`src/hw/rtl/ddcm_pkg.sv`:
```
// Shared types, widths and constants of the debounced duty-cycle meter.
package ddcm_pkg;

  localparam int AVG_WINDOW = 240;
  localparam int IDX_W      = $clog2(AVG_WINDOW);
  localparam int CNT_W      = $clog2(AVG_WINDOW + 1);
  localparam int DUTY_W     = 7;
  localparam int DUTY_MAX   = 100;
  localparam int SUM_W      = $clog2(DUTY_MAX * AVG_WINDOW + 1);
  localparam int TIME_W     = 32;
  localparam int ELAPSED_W  = 16;
  localparam int DEB_W      = 16;
  localparam logic [DEB_W-1:0] DEB_RESET = DEB_W'(100);
  localparam int DIV_STEPS  = DUTY_W;
  localparam int STEP_W     = $clog2(DIV_STEPS);
  localparam int NUM_W      = TIME_W + DIV_STEPS;
  localparam int DS_W       = TIME_W + DIV_STEPS - 1;

  typedef enum logic [3:0] {
    S_IDLE,
    S_SAMPLE,
    S_PREP,
    S_DIV_DUTY,
    S_PUSH,
    S_AVG_LOAD,
    S_DIV_AVG,
    S_AVG_SAVE,
    S_OUT
  } state_t;

  typedef struct packed {
    logic load_in;
    logic sample;
    logic prep;
    logic div_step;
    logic push;
    logic avg_load;
    logic avg_save;
    logic out_load;
  } dp_cmd_t;

  typedef struct packed {
    logic action;
  } dp_status_t;

endpackage

```
`src/hw/rtl/ddcm_ctrl.sv`:
```
// Controller: sequences sampling, the shared divider, the ring update and the result.
module ddcm_ctrl import ddcm_pkg::*; (
  input  logic       clk,
  input  logic       rst,
  input  dp_status_t status,
  output dp_cmd_t    cmd,
  input  logic       in_valid,
  output logic       in_ready,
  output logic       out_valid,
  input  logic       out_ready
);

  state_t            state, state_next;
  logic [STEP_W-1:0] step, step_next;
  logic              last_step;

  assign last_step = (step == STEP_W'(DIV_STEPS - 1));

  always_ff @(posedge clk) begin
    if (rst) begin
      state     <= S_IDLE;
      step      <= '0;
      out_valid <= 1'b0;
    end else begin
      state <= state_next;
      step  <= step_next;
      if (cmd.out_load) begin
        out_valid <= 1'b1;
      end else if (out_ready) begin
        out_valid <= 1'b0;
      end
    end
  end

  always_comb begin
    state_next = state;
    step_next  = step;
    cmd        = '0;
    in_ready   = 1'b0;
    case (state)
      S_IDLE: begin
        in_ready = 1'b1;
        if (in_valid) begin
          cmd.load_in = 1'b1;
          state_next  = S_SAMPLE;
        end
      end
      S_SAMPLE: begin
        cmd.sample = 1'b1;
        state_next = status.action ? S_PREP : S_OUT;
      end
      S_PREP: begin
        cmd.prep   = 1'b1;
        step_next  = '0;
        state_next = S_DIV_DUTY;
      end
      S_DIV_DUTY: begin
        cmd.div_step = 1'b1;
        step_next    = step + STEP_W'(1);
        if (last_step) begin
          state_next = S_PUSH;
        end
      end
      S_PUSH: begin
        cmd.push   = 1'b1;
        state_next = S_AVG_LOAD;
      end
      S_AVG_LOAD: begin
        cmd.avg_load = 1'b1;
        step_next    = '0;
        state_next   = S_DIV_AVG;
      end
      S_DIV_AVG: begin
        cmd.div_step = 1'b1;
        step_next    = step + STEP_W'(1);
        if (last_step) begin
          state_next = S_AVG_SAVE;
        end
      end
      S_AVG_SAVE: begin
        cmd.avg_save = 1'b1;
        state_next   = S_OUT;
      end
      S_OUT: begin
        // The result register is free once the previous word has been taken.
        if (!out_valid || out_ready) begin
          cmd.out_load = 1'b1;
          state_next   = S_IDLE;
        end
      end
      default: begin
        state_next = S_IDLE;
      end
    endcase
  end

endmodule

```
`config.mk`:
```
export PLATFORM = sky130hd
export DESIGN_NAME = ddcm_ctrl
export DESIGN_NICKNAME = d
export VERILOG_FILES = /design/src/hw/rtl/ddcm_pkg.sv /design/src/hw/rtl/ddcm_ctrl.sv
export SDC_FILE = /design/constraint.sdc
export NUM_CORES = 1
export LEC_CHECK = 0
export BUFFER_PORTS_ARGS = -buffer_cell sky130_fd_sc_hd__buf_2
export CAP_MARGIN = 25
export CORE_AREA = 5 5 42 44
export DETAILED_ROUTE_END_ITERATION = 16
export DIE_AREA = 0 0 47 49
export GPL_TIMING_DRIVEN = 0
export PLACE_DENSITY = 0.72
export SYNTH_ARGS = -nofsm -noshare
export SYNTH_HDL_FRONTEND = slang
export SYNTH_SLANG_ARGS = --single-unit
```
`constraint.sdc`:
```
create_clock -name clk -period 1.8 [get_ports clk]
set_clock_uncertainty 0.2 [all_clocks]
set_input_delay 0.09 -clock clk [delete_from_list [all_inputs] [get_ports clk]]
set_output_delay 0.09 -clock clk [all_outputs]
set_load 0.01 [all_outputs]
```
==> impl_metrics.csv <==
group,metric,value,unit
clock_tree,cts_root_buffer,"clkbuf_4",
drt,drc,0,
clock_tree,cts_inserted_buffers,3,
logic_synthesis,synth_edf_count,0,
power_and_ir_drop,ir_drop,0.473,mV
critical_path,end_kind,"output port",
drt,wirelength,1510,um
drt,drt_iter0_markers,10,
job,maxCapViolations,0,
critical_path,cp_max_fo,3,
critical_path,crit_family,"simple AND/OR/NAND/NOR gates",
clock_tree,clk_pin_slew,60,ps
run_status,status,"finished clean",
critical_path,worstSetupPathType,"flip-flop to output port",
layout,final_nets,113,
logic_synthesis,netlist_instances,79,
power_and_ir_drop,powerDensity,1120,mW/mm^2
global_route,grt_max_degree,11,
global_route,grt_pass1_vias,555,
drt,postRouteAntennaNets,0,
global_route,grt_first_pass_wirelength,2430,um
logic_synthesis,netlist_area,573,sq um
layout,final_cells,120,
floorplanning,die_y,49,um
drt,wl_per_cell,12.5,um
placed_design,portBuffers,14,
timing,slew_viol_final,0,
timing,slew_headroom,70.4,%
timing,setup_violations,0,
clock_tree,cts_max_level,1,
timing,tns,0,ps
layout,mostFrequentLayoutCells,"14 x buf_2, 9 x a21oi_1",
clock_tree,cts_tree,"yes",
layout,antennaDiodeCount,0,
logic_synthesis,syn-num-nets,86,
logic_synthesis,synth_cell_types,25,
logic_synthesis,synth_flop_cell,"dfxtp_1",
floorplanning,num_rows,14,
critical_path,critical_path_required,1510,ps
critical_path,cp_num_buf_inv,2,
global_route,antenna_found_initial,0,
timing,worst_slew_pin_slew,444,ps
timing,setup_slack,61.9,ps
critical_path,crit_path_cell_trace,"buf_6 > or4b_4 > nor2_1 > buf_2",
critical_path,critPathMaxStageDelay,540,ps
floorplanning,chipWidth,47,um
drt,vias_per_cell,5.40,
layout,syn_to_final_growth,31.9,%
floorplanning,coreArea,0.00140,sq mm
global_route,overflow,0,
placed_design,dpl.hpwl,1010,um
placed_design,dp.cells,109,
drt,vias,648,
critical_path,cp_slowest_cell,"or4b_4",
drt,drt_first_pass_iters,4,
hold_path,hold_class,"input port to flip-flop",
critical_path,arrival,1450,ps
logic_synthesis,yosys_warnings,0,
timing,rsz0062_at_grt,"no",
floorplanning,ios,15,
critical_path,cp-start-kind,"flip-flop",
layout,layout_commonest_cell,"buf_2",
global_route,gr-usage-all-layers,14.4,%
floorplanning,start_util,40.9,%
logic_synthesis,ys_seq_elements,8,
logic_synthesis,yosysSeqAreaShare,27.9,%
timing,max_freq,575,MHz
logic_synthesis,avgSynthCellArea,7.25,sq um
timing,hold_viol,0,
placed_design,place_ws,63.9,ps
clock_tree,clk_latency,260,ps
timing,period_share,96.6,%
power_and_ir_drop,p_leak,0.337,nW
clock_tree,clk_path_buf_depth,2,
floorplanning,die-area,0.00230,sq mm
layout,drive_gt1_share,28.8,%
logic_synthesis,synthArstFlopShare,0,%
placed_design,gp_congestion,0.802,
clock_tree,cts_sinks,8,
timing,min_period,1740,ps
-- where the power goes --
part | total [mW] | switching (mW) | leakage, nW | internal (mW)
Combinational | 0.449 | 0.255 | 0.258 | 0.193
Sequential | 0.249 | 0.0379 | 0.0653 | 0.211
Clock | 0.147 | 0.0705 | 0.0138 | 0.0769
Total | 0.845 | 0.364 | 0.337 | 0.481
-- cell usage after synthesis, types with 2 or more instances --
| library cell | number | area [sq um] |
|---|---|---|
| a21oi_1 | 9 | 45.0 |
| a311o_1 | 2 | 20.0 |
| clkbuf_1 | 5 | 18.8 |
| dfxtp_1 | 8 | 160 |
| ha_1 | 2 | 25.0 |
| inv_1 | 4 | 15.0 |
| nand2_1 | 7 | 26.3 |
| nand2b_1 | 7 | 43.8 |
| nor2_1 | 7 | 26.3 |
| nor3_1 | 7 | 35.0 |
| nor4_1 | 2 | 12.5 |
| o21ai_0 | 4 | 20.0 |
| o32ai_1 | 2 | 17.5 |
| or3_1 | 2 | 12.5 |
-- worst paths after layout --
path / start / endpoint / slack (ps) / depth (start not counted)
max: state[2] / cmd[0] / 60 / 4
min: in_valid / state[0] / 20 / 4
max reg2reg: state[2] / state[0] / 100 / 5
min reg2reg: out_valid / out_valid / 290 / 2
-- routing by layer --
layer / wire (um) / track usage, % / up-vias
met5: 0 / 0 / -
met4: 42 / 9.68 / 0
met3: 82 / 3.69 / 4
met2: 708 / 20.6 / 21
met1: 671 / 18.0 / 290
li1: - / - / 333
-- logic make-up after synthesis --
group                    synth area share [%]
adder cells (fa/ha/maj)                  4.37
buffers and inverters                    7.86
flip-flops                               27.9
AND/OR/NAND/NOR                          36.5
XOR/XNOR                                 1.53
AO/OA/AOI/OAI                            21.8
-- stage by stage --
stage | hold slack (ps) | power [mW] | area, sq um | utilization, %
6_report | 19.3 | 0.845 | 756 | 53.9
5_1_grt | 36.6 | 0.912 | 756 | 53.9
4_1_cts | 22.8 | 0.813 | 706 | 50.4
3_5_place_dp | 184 | 0.662 | 663 | 47.3
3_3_place_gp | 172 | 0.657 | 663 | 47.3
2_1_floorplan | 71.8 | 0.544 | 573 | -
-- sequential cells by signal, indices dropped and copies added (netlist names) --
| register | flops |
|---|---|
| step | 3 |
| state | 4 |
| out_valid | 1 |
-- worst min-delay path: cells and delay by family --
family        cells  cell delay [ps]
buf+inv           1               80
simple gates      3              280
-- layout make-up --
| class | instances | area [sq um] |
|---|---|---|
| fillers | 141 | 646 |
| repair buffers | 22 | 135 |
| well taps | 16 | 20.0 |
| inverters | 4 | 15.0 |
| flip-flops and latches | 8 | 161 |
| plain buffers | 6 | 33.8 |
| clock buffers | 3 | 22.5 |
| multi-input cells | 61 | 368 |
-- what timing repair did --
item / in CTS / in global routing
hold buffers: 2 / 0
hold endpoints to repair: 3 / 0
resized for setup: 0 / 7
endpoints found under the setup margin: 0 / 5
setup buffers: 0 / 6
Power figures use the tool's default switching activity.
