<file path="src/hw/rtl/ddcm_pkg.sv">
// Shared types, widths and constants of the debounced duty-cycle meter.
package ddcm_pkg;

  localparam int AVG_WINDOW = 240;
  localparam int IDX_W      = $clog2(AVG_WINDOW);
  localparam int CNT_W      = $clog2(AVG_WINDOW + 1);
  localparam int DUTY_W     = 7;
  localparam int DUTY_MAX   = 100;
  localparam int SUM_W      = $clog2(DUTY_MAX * AVG_WINDOW + 1);
  localparam int TIME_W     = 32;
  localparam int ELAPSED_W  = 16;
  localparam int DEB_W      = 16;
  localparam logic [DEB_W-1:0] DEB_RESET = DEB_W'(100);
  localparam int DIV_STEPS  = DUTY_W;
  localparam int STEP_W     = $clog2(DIV_STEPS);
  localparam int NUM_W      = TIME_W + DIV_STEPS;
  localparam int DS_W       = TIME_W + DIV_STEPS - 1;

  typedef enum logic [3:0] {
    S_IDLE,
    S_SAMPLE,
    S_PREP,
    S_DIV_DUTY,
    S_PUSH,
    S_AVG_LOAD,
    S_DIV_AVG,
    S_AVG_SAVE,
    S_OUT
  } state_t;

  typedef struct packed {
    logic load_in;
    logic sample;
    logic prep;
    logic div_step;
    logic push;
    logic avg_load;
    logic avg_save;
    logic out_load;
  } dp_cmd_t;

  typedef struct packed {
    logic action;
  } dp_status_t;

endpackage

</file>
<file path="src/hw/rtl/ddcm_ram.sv">
// Generic single-write, single-read RAM with registered read data.
module ddcm_ram #(
  parameter int WIDTH = 8,
  parameter int DEPTH = 16
) (
  input  logic                     clk,
  input  logic                     we,
  input  logic [$clog2(DEPTH)-1:0] waddr,
  input  logic [WIDTH-1:0]         wdata,
  input  logic                     re,
  input  logic [$clog2(DEPTH)-1:0] raddr,
  output logic [WIDTH-1:0]         rdata
);

  logic [WIDTH-1:0] mem [DEPTH];

  always_ff @(posedge clk) begin
    if (we) begin
      mem[waddr] <= wdata;
    end
    if (re) begin
      rdata <= mem[raddr];
    end
  end

endmodule

</file>
<file path="src/hw/rtl/ddcm_dp.sv">
// Datapath: time and debounce state, duty ring, running sum, shared divider, result register.
module ddcm_dp import ddcm_pkg::*; (
  input  logic                 clk,
  input  logic                 rst,
  input  dp_cmd_t              cmd,
  output dp_status_t           status,
  input  logic                 in_action,
  input  logic                 in_raw_level,
  input  logic [ELAPSED_W-1:0] in_elapsed_ms,
  input  logic                 cfg_we,
  input  logic [DEB_W-1:0]     cfg_data,
  output logic                 compressor_on,
  output logic [TIME_W-1:0]    cycle_total,
  output logic [DUTY_W-1:0]    window_duty,
  output logic [DUTY_W-1:0]    average_duty,
  output logic                 window_closed
);

  logic [DEB_W-1:0]     settle_ms;
  logic [TIME_W-1:0]    time_now;
  logic                 last_raw;
  logic [TIME_W-1:0]    last_change_time;
  logic                 deb_state;
  logic [TIME_W-1:0]    on_time_accum;
  logic [TIME_W-1:0]    window_start;
  logic [TIME_W-1:0]    cycle_counter;
  logic [DUTY_W-1:0]    last_duty;
  logic [SUM_W-1:0]     duty_sum;
  logic [CNT_W-1:0]     entry_count;
  logic [IDX_W-1:0]     write_index;
  logic [DUTY_W-1:0]    avg_duty;

  logic                 action_r;
  logic                 raw_r;
  logic [ELAPSED_W-1:0] elapsed_r;

  logic [NUM_W-1:0]     div_rem;
  logic [DS_W-1:0]      div_ds;
  logic [DUTY_W-1:0]    div_q;
  logic                 sat;

  logic [TIME_W-1:0]    now;
  logic                 raw_chg;
  logic                 stable;
  logic                 deb_new;
  logic [TIME_W-1:0]    span;
  logic [TIME_W-1:0]    span_nz;
  logic                 div_ge;
  logic [DUTY_W-1:0]    duty;
  logic                 full;
  logic [DUTY_W-1:0]    old_duty;

  assign status.action = action_r;

  // A level change restarts the stable interval, so it can never qualify in the same item.
  assign now     = time_now + TIME_W'(elapsed_r);
  assign raw_chg = (raw_r != last_raw);
  assign stable  = !raw_chg && ((now - last_change_time) > TIME_W'(settle_ms));
  assign deb_new = stable ? raw_r : deb_state;

  assign span    = time_now - window_start;
  assign span_nz = (span == '0) ? TIME_W'(1) : span;
  assign div_ge  = (div_rem >= NUM_W'(div_ds));
  assign duty    = sat ? DUTY_W'(DUTY_MAX) : div_q;
  assign full    = (entry_count == CNT_W'(AVG_WINDOW));

  ddcm_ram #(
    .WIDTH (DUTY_W),
    .DEPTH (AVG_WINDOW)
  ) u_ring (
    .clk   (clk),
    .we    (cmd.push),
    .waddr (write_index),
    .wdata (duty),
    .re    (cmd.prep),
    .raddr (write_index),
    .rdata (old_duty)
  );

  always_ff @(posedge clk) begin
    if (rst) begin
      settle_ms        <= DEB_RESET;
      time_now         <= '0;
      last_raw         <= 1'b1;
      last_change_time <= '0;
      deb_state        <= 1'b0;
      on_time_accum    <= '0;
      window_start     <= '0;
      cycle_counter    <= '0;
      last_duty        <= '0;
      duty_sum         <= '0;
      entry_count      <= '0;
      write_index      <= '0;
      avg_duty         <= '0;
    end else begin
      if (cfg_we) begin
        settle_ms <= cfg_data;
      end
      if (cmd.sample) begin
        time_now <= now;
        if (raw_chg) begin
          last_change_time <= now;
          last_raw         <= raw_r;
        end
        deb_state <= deb_new;
        if (deb_new && !deb_state) begin
          cycle_counter <= cycle_counter + TIME_W'(1);
        end
        if (deb_new) begin
          on_time_accum <= on_time_accum + TIME_W'(elapsed_r);
        end
      end
      if (cmd.push) begin
        last_duty <= duty;
        if (full) begin
          duty_sum <= duty_sum - SUM_W'(old_duty) + SUM_W'(duty);
        end else begin
          duty_sum    <= duty_sum + SUM_W'(duty);
          entry_count <= entry_count + CNT_W'(1);
        end
        if (write_index == IDX_W'(AVG_WINDOW - 1)) begin
          write_index <= '0;
        end else begin
          write_index <= write_index + IDX_W'(1);
        end
        on_time_accum <= '0;
        window_start  <= time_now;
      end
      if (cmd.avg_save) begin
        avg_duty <= div_q;
      end
    end
  end

  // Input latch, divider and result register carry payload only.
  always_ff @(posedge clk) begin
    if (cmd.load_in) begin
      action_r  <= in_action;
      raw_r     <= in_raw_level;
      elapsed_r <= in_elapsed_ms;
    end
    if (cmd.prep) begin
      // Quotients of 100 and above all clamp, so the division only has to find 7 bits.
      div_rem <= NUM_W'(on_time_accum) * NUM_W'(DUTY_MAX);
      div_ds  <= DS_W'(span_nz) << (DIV_STEPS - 1);
      div_q   <= '0;
      sat     <= (on_time_accum >= span_nz);
    end else if (cmd.avg_load) begin
      div_rem <= NUM_W'(duty_sum);
      div_ds  <= DS_W'(entry_count) << (DIV_STEPS - 1);
      div_q   <= '0;
    end else if (cmd.div_step) begin
      if (div_ge) begin
        div_rem <= div_rem - NUM_W'(div_ds);
      end
      div_q  <= {div_q[DUTY_W-2:0], div_ge};
      div_ds <= div_ds >> 1;
    end
    if (cmd.out_load) begin
      compressor_on <= deb_state;
      cycle_total   <= cycle_counter;
      window_duty   <= last_duty;
      average_duty  <= avg_duty;
      window_closed <= action_r;
    end
  end

endmodule

</file>
<file path="config.mk">
export PLATFORM = sky130hd
export DESIGN_NAME = ddcm_dp
export DESIGN_NICKNAME = d
export VERILOG_FILES = /design/src/hw/rtl/ddcm_pkg.sv /design/src/hw/rtl/ddcm_ram.sv /design/src/hw/rtl/ddcm_dp.sv
export SDC_FILE = /design/constraint.sdc
export NUM_CORES = 2
export LEC_CHECK = 0
export BUFFER_PORTS_ARGS = -buffer_cell sky130_fd_sc_hd__buf_4
export CAP_MARGIN = 20
export CORE_ASPECT_RATIO = 0.7
export CORE_MARGIN = 2
export CORE_UTILIZATION = 40
export CTS_BUF_LIST = sky130_fd_sc_hd__clkbuf_4 sky130_fd_sc_hd__clkbuf_8
export CTS_CLUSTER_DIAMETER = 200
export DETAILED_ROUTE_END_ITERATION = 16
export PLACE_DENSITY = 0.66
export SETUP_SLACK_MARGIN = 0.02
export SLEW_MARGIN = 20
export SYNTH_ARGS = -nofsm -noshare
export SYNTH_HDL_FRONTEND = slang
export SYNTH_HIERARCHICAL = 1
export SYNTH_SLANG_ARGS = --single-unit
</file>
<file path="constraint.sdc">
create_clock -name clk -period 6.06 [get_ports clk]
set_input_delay 0.606 -clock clk [delete_from_list [all_inputs] [get_ports clk]]
set_output_delay 0.606 -clock clk [all_outputs]
set_load 0.1 [all_outputs]
</file>
==> impl_metrics.py <==
metrics = {
    "setup_path": {
        "critPathCapture": "on_time_accum[9]",
        "crit_fanout": 7,
        "r2r-start": "elapsed_r[0]",
        "startpoint": "elapsed_r[0]",
        "end_kind": "register",
        "reg2reg_depth": 33,
        "crit_slowest_cell": "a221o_1",
        "worstPathRequired_ps": 6830,
        "crit_cells": 33,
        "reg2reg_to": "on_time_accum[9]",
        "r2r_slack_ps": -580,
        "worstSetupPathType": "register to register",
        "critPathArrivalTime_ps": 7410,
        "start_kind": "register",
        "critical_path.top_delay_family": "compound AO/OA/AOI/OAI gates",
        "max_stage_delay_ps": 370,
        "path_buf_inv": 5,
    },
    "status": {
        "violations": "setup timing",
        "outcome": "finished with violations",
    },
    "logic_synthesis": {
        "ys_types": 97,
        "synth_fp_nets": 6678,
        "syn_area_sq_mm": 0.0935,
        "synth_edf_count": 1823,
        "async_reset_ff_frac": 0,
        "synth_area_per_cell_sq_um": 14.9,
        "ys.warnings.count": 6,
        "synth_area_leader_cell": "edfxtp_1",
        "ys_ff_latch": 2061,
        "ys_top_cells_by_area": "edfxtp_1 (59%), mux4_2 (8.9%), dfxtp_1 (5.1%)",
        "synthCells": 6281,
        "yosys.area.top_type_share": 0.586,
        "synth_ff_type": "edfxtp_1",
        "yosysSeqAreaShare": 0.636,
    },
    "sta": {
        "setup_viol": 65,
        "fmax_ghz": 0.151,
        "rsz0062_at_grt": "yes",
        "fin_tns_setup_ps": -24080,
        "min_period_ps": 6640,
        "skew_ps": 129,
        "hold_viol": 0,
        "setup_slack_ps": -580,
        "worst_pin_slew_ps": 1150,
        "slew_viol_final": 0,
        "period_share": 1.10,
        "max_slew_margin": 0.231,
        "hold_ws_ps": 58.2,
    },
    "drt": {
        "totalWireLength_microns": 248000,
        "vias": 57600,
        "drc": 0,
        "ant_nets": 0,
        "avgRoutedWirePerCell_microns": 24.7,
        "firstDrtPassIters": 6,
        "drtIter0Drc": 6724,
        "via_per_inst": 5.74,
    },
    "clock_tree": {
        "clockRootBuffer": "clkbuf_8",
        "numCtsBuffers": 312,
        "cts_buffer_depth": 4,
        "cts_tree": "built",
        "cts.clk_slew.worst_paths_ps": 60,
        "cts_sinks": 2061,
        "ctsHtreeMaxLevel": 5,
        "insertion_delay_ps": 960,
    },
    "cells_and_area": {
        "largest-register": "u_ring/mem",
        "layout_commonest_cell": "edfxtp_1",
        "layout.nets": 7136,
        "post-route-util": 0.457,
        "layout_common_cells": "edfxtp_1 (1823), nor2_1 (547), buf_4 (379), mux4_2 (369), inv_1 (345)",
        "multi_input_area_sq_mm": 0.0317,
        "reg.largest.list": "u_ring/mem: 1680 flops, div_rem: 39 flops, div_ds: 38 flops",
        "num-fill-cells": 20000,
        "largest_reg_flops": 1680,
        "drive_above_1_share": 0.206,
        "seq_area_sq_mm": 0.0595,
        "syn_to_final_growth_pct": 13.5,
    },
    "die": {
        "rows": 148,
        "dieArea_sq_mm": 0.238,
        "die_y_microns": 408,
        "io_pins": 94,
        "die_w_microns": 582,
        "initial_utilization": 0.402,
        "coreArea_sq_mm": 0.232,
    },
    "power": {
        "leakage_uw": 0.0358,
        "pwr_density_cell_mw_per_mm2": 324,
        "ir_drop_v": 0.000275,
    },
    "placement": {
        "hpwl_microns": 161000,
        "port-buffer-count": 93,
        "gp_congestion": 0.912,
    },
    "grt": {
        "grt_pass1_vias": 56100,
        "grt_pass1_wl_microns": 367000,
        "antenna_found_initial": 10,
        "grt_remaining_overflow": 0,
        "grt_max_degree": 214,
        "grt_usage": 0.204,
    },
    "run": {
        "max_cap_violations": 0,
    },
    "worst_hold_path": {
        "hold_class": "input port to register",
    },
}
-- metrics by stage --
| stage | power [uW] | cell area, sq um | worst slack (ps) | std cells |
|---|---|---|---|---|
| 2_1_floorplan | 20700 | 93500 | -110 | 6281 |
| 3_3_place_gp | 23000 | 98800 | -621 | 9430 |
| 3_5_place_dp | 23100 | 98800 | -866 | 9431 |
| 4_1_cts | 34300 | 106000 | -774 | 10000 |
| 5_1_grt | 35800 | 106000 | -902 | 10000 |
| 6_report | 34400 | 106000 | -580 | 10000 |
-- where the power goes --
| group | internal [uW] | switching, uW |
|---|---|---|
| Combinational | 3190 | 4190 |
| Sequential | 15700 | 212 |
| Clock | 5680 | 5410 |
-- worst reg2reg max path: cells and delay by family, from the launching register on --
kind,cells,cell delay (ps)
DFF,1,350
muxes,1,280
buffers and inverters,5,670
AOI/OAI and AO/OA,11,2130
xor gates and xnor gates,1,130
adders and majority gates,4,1100
and+or+nand+nor,11,1900
-- final cells by class --
type                       count  area share
clock buffer                 428      0.0497
timing repair buffer         452      0.0364
sequential                  2061       0.561
tap                         3075      0.0363
multi-input combinational   3558       0.298
clock inverter               112     0.00545
inverter                     354      0.0127
antenna                        4   0.0000943
-- cells by family (layout without fill, tap and decap cells) --
group | after synthesis | after routing | synth area share
AO/OA/AOI/OAI | 964 | 964 | 0.0672
XOR/XNOR | 192 | 192 | 0.0181
adder cells (fa/ha/maj) | 352 | 352 | 0.0503
buffers and inverters | 662 | 1346 | 0.0324
flip-flops | 2061 | 2061 | 0.636
multiplexers | 673 | 673 | 0.126
other | 0 | 4 | 0
AND/OR/NAND/NOR | 1377 | 1377 | 0.0692
-- how the worst min path moves through the flow --
stage | depth (start not counted) | from | slack (ps) | end
after floorplan | 0 | cycle_counter[2] | 410 | cycle_total[2]
after global placement | 0 | last_duty[6] | 420 | window_duty[6]
after detailed placement | 0 | avg_duty[6] | 420 | average_duty[6]
after CTS | 3 | cmd[1] | 0.2 | avg_duty[3]
after global routing | 3 | cmd[1] | 40 | avg_duty[3]
final | 3 | cmd[1] | 60 | avg_duty[3]
-- cell usage after synthesis, types with 12 or more instances --
cell type	instances
or2_2	20
a311oi_1	12
xor2_1	83
o21a_1	33
a221oi_1	33
a21oi_1	262
fa_1	40
buf_6	23
buf_8	17
xnor2_1	108
and4_1	14
buf_4	20
mux2_2	19
nand3b_1	12
and2_1	23
mux2i_1	255
or3_1	22
a31oi_1	38
edfxtp_1	1823
mux4_1	26
o21ai_0	172
nand2b_1	50
a21o_1	78
buf_2	42
or4_1	14
o31ai_1	25
and3_1	40
inv_1	350
o211ai_1	43
dfxtp_1	238
nor2b_1	61
nor2_1	550
nand2_1	305
a22o_1	12
o21bai_1	17
ha_1	312
a211oi_1	60
nand3_1	111
a22oi_1	50
nand4_1	70
o22ai_1	31
clkbuf_1	179
nor3_1	43
mux4_2	369
buf_1	24
-- metal layers --
layer  vias up  global-route usage  share of wire
met4         6              0.0546          0.025
met3       415              0.0494           0.10
met5         -             0.00442        0.00082
met2      2669               0.292           0.43
met1     29400               0.307           0.45
li1      25100                   -              -
-- what timing repair did --
action | 4_1_cts | 5_1_grt
endpoints found under the setup margin | 66 | 66
gates resized for setup | 62 | 77
hold buffers | 34 | 0
setup buffers | 19 | 13
cloned | 4 | 1
pin swaps | 50 | 72
endpoints found under the hold margin | 34 | 0
Power figures use the tool's default switching activity.
